<file path="src/hdl/ndps_pkg.sv">
// shared constants and types for the nearest depth pixel search
package ndps_pkg;

    // coordinate and depth widths
    localparam int DIM_BITS   = 12;
    localparam int DEPTH_BITS = 16;
    localparam int REG_BITS   = 13;

    // largest legal frame dimension and the no-reading marker
    localparam logic [REG_BITS-1:0]   DIM_LIMIT = REG_BITS'(1 << DIM_BITS);
    localparam logic [DIM_BITS-1:0]   DIM_MASK  = {DIM_BITS{1'b1}};
    localparam logic [DEPTH_BITS-1:0] DEPTH_MAX = {DEPTH_BITS{1'b1}};

    // register reset values
    localparam logic [REG_BITS-1:0] WIDTH_RESET  = 13'd640;
    localparam logic [REG_BITS-1:0] HEIGHT_RESET = 13'd480;

    // register indexes
    localparam logic REG_WIDTH  = 1'b0;
    localparam logic REG_HEIGHT = 1'b1;

    // last column and last row of the frame, from the configuration
    typedef struct packed {
        logic [DIM_BITS-1:0] last_col;
        logic [DIM_BITS-1:0] last_row;
    } ndps_dims_t;

endpackage

</file>
<file path="src/hdl/ndps_cfg.sv">
// configuration registers and effective frame dimensions
module ndps_cfg
    import ndps_pkg::*;
(
    input  logic         clk,
    input  logic         rst_n,
    input  logic         psel,
    input  logic         penable,
    input  logic         pwrite,
    input  logic [2:0]   paddr,
    input  logic [31:0]  pwdata,
    output logic [31:0]  prdata,
    output logic         pready,
    output ndps_dims_t   dims
);

    logic [REG_BITS-1:0] width_reg;
    logic [REG_BITS-1:0] height_reg;
    logic                wr_en;
    logic                reg_sel;

    // zero counts as one, anything above the limit saturates
    function automatic logic [DIM_BITS-1:0] last_index(input logic [REG_BITS-1:0] r);
        logic [REG_BITS-1:0] dec;
        dec = r - REG_BITS'(1);
        if (r == '0)
            last_index = '0;
        else if (r > DIM_LIMIT)
            last_index = DIM_MASK;
        else
            last_index = dec[DIM_BITS-1:0];
    endfunction

    assign pready  = 1'b1;
    assign reg_sel = paddr[2];
    assign wr_en   = psel && penable && pwrite;

    // register writes
    always_ff @(posedge clk or negedge rst_n)
    begin
        if (!rst_n)
        begin
            width_reg  <= WIDTH_RESET;
            height_reg <= HEIGHT_RESET;
        end
        else if (wr_en)
        begin
            case (reg_sel)
                REG_WIDTH:  width_reg  <= pwdata[REG_BITS-1:0];
                REG_HEIGHT: height_reg <= pwdata[REG_BITS-1:0];
                default:    ;
            endcase
        end
    end

    // read back
    always_comb
    begin
        case (reg_sel)
            REG_WIDTH:  prdata = {{(32-REG_BITS){1'b0}}, width_reg};
            REG_HEIGHT: prdata = {{(32-REG_BITS){1'b0}}, height_reg};
            default:    prdata = '0;
        endcase
    end

    assign dims.last_col = last_index(width_reg);
    assign dims.last_row = last_index(height_reg);

endmodule

</file>
<file path="src/hdl/nearest_depth_pixel_search.sv">
// Nearest depth pixel search: takes one depth sample per clock in raster order and, on the
// last pixel of each frame, reports the smallest nonzero depth with its column and row.
// Each sample is folded into the running minimum and the pixel counters in the cycle it is
// accepted, so the sustained rate is one sample per clock. The frame result sits in an
// output register; the input stalls only when that result is still untaken and the next
// sample would end another frame. A frame with no valid pixel reports depth 65535, found low
// and the coordinates of the last frame that had one. Frame size is read through the APB
// port (width at 0x0, height at 0x4) and should be changed only between frames.
module nearest_depth_pixel_search
    import ndps_pkg::*;
(
    input  logic                  clk,
    input  logic                  rst_n,
    // sample channel
    input  logic                  in_valid,
    output logic                  in_stall,
    input  logic [DEPTH_BITS-1:0] depth_sample,
    // result channel
    output logic                  out_valid,
    input  logic                  out_stall,
    output logic [DIM_BITS-1:0]   closest_column,
    output logic [DIM_BITS-1:0]   closest_row,
    output logic [DEPTH_BITS-1:0] closest_depth,
    output logic                  found,
    // configuration
    input  logic                  psel,
    input  logic                  penable,
    input  logic                  pwrite,
    input  logic [2:0]            paddr,
    input  logic [31:0]           pwdata,
    output logic [31:0]           prdata,
    output logic                  pready
);

    ndps_dims_t dims;

    logic [DIM_BITS-1:0]   col_reg,       col_next;
    logic [DIM_BITS-1:0]   row_reg,       row_next;
    logic [DEPTH_BITS-1:0] best_depth_reg, best_depth_next;
    logic [DIM_BITS-1:0]   best_col_reg,  best_col_next;
    logic [DIM_BITS-1:0]   best_row_reg,  best_row_next;
    logic                  found_reg,     found_next;

    logic                  out_valid_reg;
    logic [DIM_BITS-1:0]   res_col_reg;
    logic [DIM_BITS-1:0]   res_row_reg;
    logic [DEPTH_BITS-1:0] res_depth_reg;
    logic                  res_found_reg;

    logic in_accept;
    logic out_take;
    logic end_col;
    logic end_frame;
    logic better;

    ndps_cfg u_cfg (
        .clk     (clk),
        .rst_n   (rst_n),
        .psel    (psel),
        .penable (penable),
        .pwrite  (pwrite),
        .paddr   (paddr),
        .pwdata  (pwdata),
        .prdata  (prdata),
        .pready  (pready),
        .dims    (dims)
    );

    // frame position, independent of the sample value
    assign end_col   = col_reg >= dims.last_col;
    assign end_frame = end_col && (row_reg >= dims.last_row);

    // hold off only a frame end that would overwrite an untaken result
    assign in_stall  = out_valid_reg && out_stall && end_frame;
    assign in_accept = in_valid && !in_stall;
    assign out_take  = out_valid_reg && !out_stall;

    assign better = (depth_sample != '0) && (depth_sample < best_depth_reg);

    // running minimum and counters
    always_comb
    begin
        col_next        = col_reg;
        row_next        = row_reg;
        best_depth_next = best_depth_reg;
        best_col_next   = best_col_reg;
        best_row_next   = best_row_reg;
        found_next      = found_reg;
        if (better)
        begin
            best_depth_next = depth_sample;
            best_col_next   = col_reg;
            best_row_next   = row_reg;
            found_next      = 1'b1;
        end
        if (end_frame)
        begin
            best_depth_next = DEPTH_MAX;
            found_next      = 1'b0;
            col_next        = '0;
            row_next        = '0;
        end
        else if (end_col)
        begin
            col_next = '0;
            row_next = row_reg + DIM_BITS'(1);
        end
        else
        begin
            col_next = col_reg + DIM_BITS'(1);
        end
    end

    always_ff @(posedge clk or negedge rst_n)
    begin
        if (!rst_n)
        begin
            col_reg        <= '0;
            row_reg        <= '0;
            best_depth_reg <= DEPTH_MAX;
            best_col_reg   <= '0;
            best_row_reg   <= '0;
            found_reg      <= 1'b0;
        end
        else if (in_accept)
        begin
            col_reg        <= col_next;
            row_reg        <= row_next;
            best_depth_reg <= best_depth_next;
            best_col_reg   <= best_col_next;
            best_row_reg   <= best_row_next;
            found_reg      <= found_next;
        end
    end

    // result valid flag
    always_ff @(posedge clk or negedge rst_n)
    begin
        if (!rst_n)
            out_valid_reg <= 1'b0;
        else if (in_accept && end_frame)
            out_valid_reg <= 1'b1;
        else if (out_take)
            out_valid_reg <= 1'b0;
    end

    // result payload, includes the pixel of this transaction
    always_ff @(posedge clk)
    begin
        if (in_accept && end_frame)
        begin
            res_col_reg   <= better ? col_reg : best_col_reg;
            res_row_reg   <= better ? row_reg : best_row_reg;
            res_depth_reg <= better ? depth_sample : best_depth_reg;
            res_found_reg <= better || found_reg;
        end
    end

    assign out_valid      = out_valid_reg;
    assign closest_column = res_col_reg;
    assign closest_row    = res_row_reg;
    assign closest_depth  = res_depth_reg;
    assign found          = res_found_reg;

`ifndef ASSERT_OFF
    // a frame end never overwrites a result that is still waiting
    a_no_overwrite: assert property (@(posedge clk) disable iff (!rst_n)
        in_accept && end_frame |-> !(out_valid_reg && out_stall))
        else $error("frame result overwritten before it was taken");

    // the minimum is cleared after every frame end
    a_min_cleared: assert property (@(posedge clk) disable iff (!rst_n)
        in_accept && end_frame |=> !found_reg && best_depth_reg == DEPTH_MAX)
        else $error("running minimum not cleared at frame end");

    // the found flag tracks whether the minimum holds a real reading
    a_found_matches: assert property (@(posedge clk) disable iff (!rst_n)
        found_reg == (best_depth_reg != DEPTH_MAX))
        else $error("found flag disagrees with running minimum");

    // a reported hit always carries a nonzero depth
    a_found_depth: assert property (@(posedge clk) disable iff (!rst_n)
        out_valid_reg && res_found_reg |-> res_depth_reg != '0 && res_depth_reg != DEPTH_MAX)
        else $error("found result with an invalid depth");
`endif

endmodule

</file>
<file path="config.mk">
export PLATFORM = sky130hd
export DESIGN_NAME = nearest_depth_pixel_search
export DESIGN_NICKNAME = d
export VERILOG_FILES = /design/src/hdl/ndps_pkg.sv /design/src/hdl/ndps_cfg.sv /design/src/hdl/nearest_depth_pixel_search.sv
export SDC_FILE = /design/constraint.sdc
export NUM_CORES = 1
export LEC_CHECK = 0
export BUFFER_PORTS_ARGS = -buffer_cell sky130_fd_sc_hd__clkbuf_2
export CORE_ASPECT_RATIO = 0.8
export CORE_MARGIN = 2
export CORE_UTILIZATION = 35
export DETAILED_ROUTE_END_ITERATION = 8
export PLACE_DENSITY = 0.54
export SKIP_CTS_REPAIR_TIMING = 1
export SLEW_MARGIN = 25
export SYNTH_ARGS = -nofsm -noshare
export SYNTH_HDL_FRONTEND = slang
export SYNTH_SLANG_ARGS = --single-unit
</file>
<file path="constraint.sdc">
create_clock -name clk -period 6.05 [get_ports clk]
set_input_delay 0.605 -clock clk [delete_from_list [all_inputs] [get_ports clk]]
set_output_delay 0.605 -clock clk [all_outputs]
set_load 0.02 [all_outputs]
</file>
==> impl_results.md <==
- PwrDens: 385.3 nW/um^2
- DR WL met3: 699 um
- Synth Area in Simple Gates: 11.86%
- M1 wire length: 8165 um
- Skew-Pair Late Insertion Delay: 0.42 ns
- DRT Wirelength: 16,430 um
- Gr usage total: 15.17%
- Compound-Gate Fraction of Synth Area: 13.44%
- Synth top cells by count: nand2_1, dfrtp_1, o21ai_0, mux2_2, ha_1
- Longest Clk Path Bufs: 2
- Leak pwr: 3.819 nW
- Setup crit end kind: register
- Synth area leader: dfrtp_1
- Die height: 133.9 um
- Crit path arrival time: 5.45 ns
- Setup violators final: 0
- Non-filler instance count after layout: 1,054
- #FFs+latches synth: 133
- Setup Crit Path Kind: reg -> reg
- Row count: 47
- Final hold vios: 0
- Htree depth: 4
- Yosys cell types: 55
- Layout cells sized above 1: 29.68%
- Die area: 22,280 um^2
- First-pass iteration count of the detailed router: 4
- Num CTS Buffers: 17
- Slew Limit Fails: 0
- Clock root buffer: clkbuf_16
- Max Freq: 196.0 MHz
- Horiz. Die Dim: 166.4 um
- CP max-delay cell: nand3_1
- Max VDD drop: 0.1893 mV
- Critical Path RT: 6.40 ns
- Finished Core Util: 41.80%
- Startpoint Class: register
- Worst Path Buf+Inv: 0
- Fill cells: 2,019
- Nets: 873
- Clock slew at reported path FFs: 0.06 ns
- Synth top area share: 23.72%
- DRT antenna net count: 0
- Initial antenna violation count: 0
- Worst path top cell family by delay: simple AND/OR/NAND/NOR gates
- CTS sink count: 133
- Most frequent cell after synthesis: nand2_1
- DRC Markers: 0
- Core area: 20,700 um^2
- Syn. warnings: 0
- Worst slew margin: 40.68%
- Largest net degree at the start of global routing: 60
- Synth async-reset ratio: 69.17%
- CTS tree: done
- Reg2reg start: u_cfg.height_reg[2]
- Io pins: 134
- CP cell instances: nor4_1 > nand2_1 > nor4_1 > nand2_1 > o21ai_1 > o21ai_0 > ha_1 > nand2b_1 > a31oi_1 > o21ai_1 > a2111oi_4 > nand2b_1 > nand3_1 > o22a_1
- Post-synth EDFFs: 41
- Status: completed
- Ant diodes: 0
- DRT iter0 DRCs: 331
- Adder-cell area share of the yosys netlist: 7.422%
- Mux contribution to synthesized area: 11.42%
- Setup TNS: 0 ns
- Vias in the first global route: 5,168
- Via density: 5.033
- Placed Area: 8038 um^2
- Slew @ Worst Pin: 0.8897 ns
- RSZ-0062 raised after global routing: no
- Worst Setup SP: u_cfg.height_reg[2]
- Mean area per synthesized cell: 10.78 um^2
- Max FO, Critical Path: 16
- Delay of the slowest critical-path stage: 0.59 ns
- Main combinational cell family by area after synthesis: compound AO/OA/AOI/OAI gates
- Wire per inst: 15.59 um
- Tcrit/Tclk final: 84.31%
- I/O Buffers: 92
- Synth area leaders: dfrtp_1, edfxtp_1, mux2_2, dfstp_2, ha_1
- Routed vias: 5,305
- Dominant synthesized flop cell: dfrtp_1
- Mapped Cells: 685
- Area growth syn-to-layout: 17.18%
- Grt ovf: 0
- Post-DP HPWL: 11,620 um
- Hold WC Path Type: in -> async
- Routability congestion estimate: 0.7714
- Met2 WL: 7399 um
- XOR/XNOR Fraction of Synth Area: 1.779%
- Max Cap Violations: 0
- Design area: 8652 um^2
- Placed insts: 1,022
- Initial core utilization: 35.67%
- Syn Std Cell Area: 7383 um^2
- Post-synthesis sequential area ratio: 48.23%
- Min Tclk post-route: 5.101 ns
- Fin Clk Skew: 0.01033 ns
- Max Used Layer: met4
- First-pass GRT wire length: 26,940 um
-- placed cells by master (no fill, tap or decap), drive strengths merged, types with 3 or more instances in the layout --
| cell | n |
|---|---|
| or4 | 9 |
| nor2 | 22 |
| o211ai | 3 |
| a21o | 4 |
| ha | 43 |
| nor3b | 3 |
| xor2 | 7 |
| dfrtp | 70 |
| buf | 9 |
| a21oi | 40 |
| bufinv | 3 |
| nand2b | 3 |
| o21a | 4 |
| or2 | 3 |
| inv | 36 |
| clkinv | 3 |
| or3 | 7 |
| clkinvlp | 5 |
| clkbuf | 109 |
| o31ai | 10 |
| xnor2 | 8 |
| mux2 | 70 |
| nor3 | 9 |
| nand4b | 4 |
| nand2 | 73 |
| o41ai | 3 |
| nand4 | 6 |
| nor2b | 5 |
| conb | 20 |
| o21ai | 69 |
| nand3 | 16 |
| nor4 | 10 |
| and2 | 4 |
| edfxtp | 41 |
| dfstp | 22 |
| o22a | 16 |
-- cell type report --
type / instances / area, um^2 / share of cell area (%)
clock buffers: 18 / 439.2 / 5.076
clock inverters: 14 / 175.2 / 2.025
inverters: 33 / 123.9 / 1.432
multi-input cells: 487 / 3481 / 40.23
flip-flops and latches: 133 / 3561 / 41.16
well taps: 269 / 336.6 / 3.890
repair buffers: 100 / 535.5 / 6.189
-- metal layers --
layer  track usage (%)  vias to the layer above
li1                  -                     2637
met2             23.39                       98
met3             3.364                       11
met4             4.598                        0
met5                 0                        -
met1             21.44                     2559
-- worst reg2reg max path, stage by stage (launching register included) --
cell and delay [ns]:
dfrtp_1 0.45, nor4_1 0.40, nand2_1 0.16, nor4_1 0.49, nand2_1 0.16, o21ai_1 0.46
o21ai_0 0.18, ha_1 0.29, nand2b_1 0.15, a31oi_1 0.18, o21ai_1 0.15, a2111oi_4 0.56
nand2b_1 0.36, nand3_1 0.59, o22a_1 0.44
-- final timing paths --
kind	to	slack (ns)	depth (start not counted)
setup / recovery	best_depth_reg[12]	0.95	14
hold reg to reg	best_row_reg[1]	0.50	1
setup reg to reg	best_depth_reg[12]	0.95	14
min in group clk	u_cfg.width_reg[1]	0.43	2
hold / removal	best_col_reg[4]	0.16	1
max in group asynchronous	best_row_reg[8]	4.77	2
-- logic make-up (layout without fill, tap and decap cells) --
kind of cell               after synthesis  after routing
xor gates and xnor gates                15             15
and+or+nand+nor                        177            177
DFF                                    133            133
muxes                                   71             71
buffers and inverters                   83            165
other                                    2             20
adders and majority gates               44             44
AOI/OAI and AO/OA                      160            160
-- power by group --
group | total [mW] | internal (mW) | switching, mW | leakage [nW]
sequential | 1.31 | 1.15 | 0.158 | 1.51
clock | 1.07 | 0.662 | 0.409 | 0.283
combinational | 0.954 | 0.415 | 0.539 | 2.03
total | 3.33 | 2.23 | 1.11 | 3.82
-- metrics by stage --
step	total power [mW]	hold slack [ns]	setup slack, ns
final	3.333	0.1552	0.9491
after global routing	3.568	0.1754	0.3363
after CTS	3.376	0.1533	0.9432
after detailed placement	2.285	0.4902	1.027
after global placement	2.269	0.4804	1.033
after floorplan	2.045	0.3094	0.6634
(Power assumes the default switching activity.)
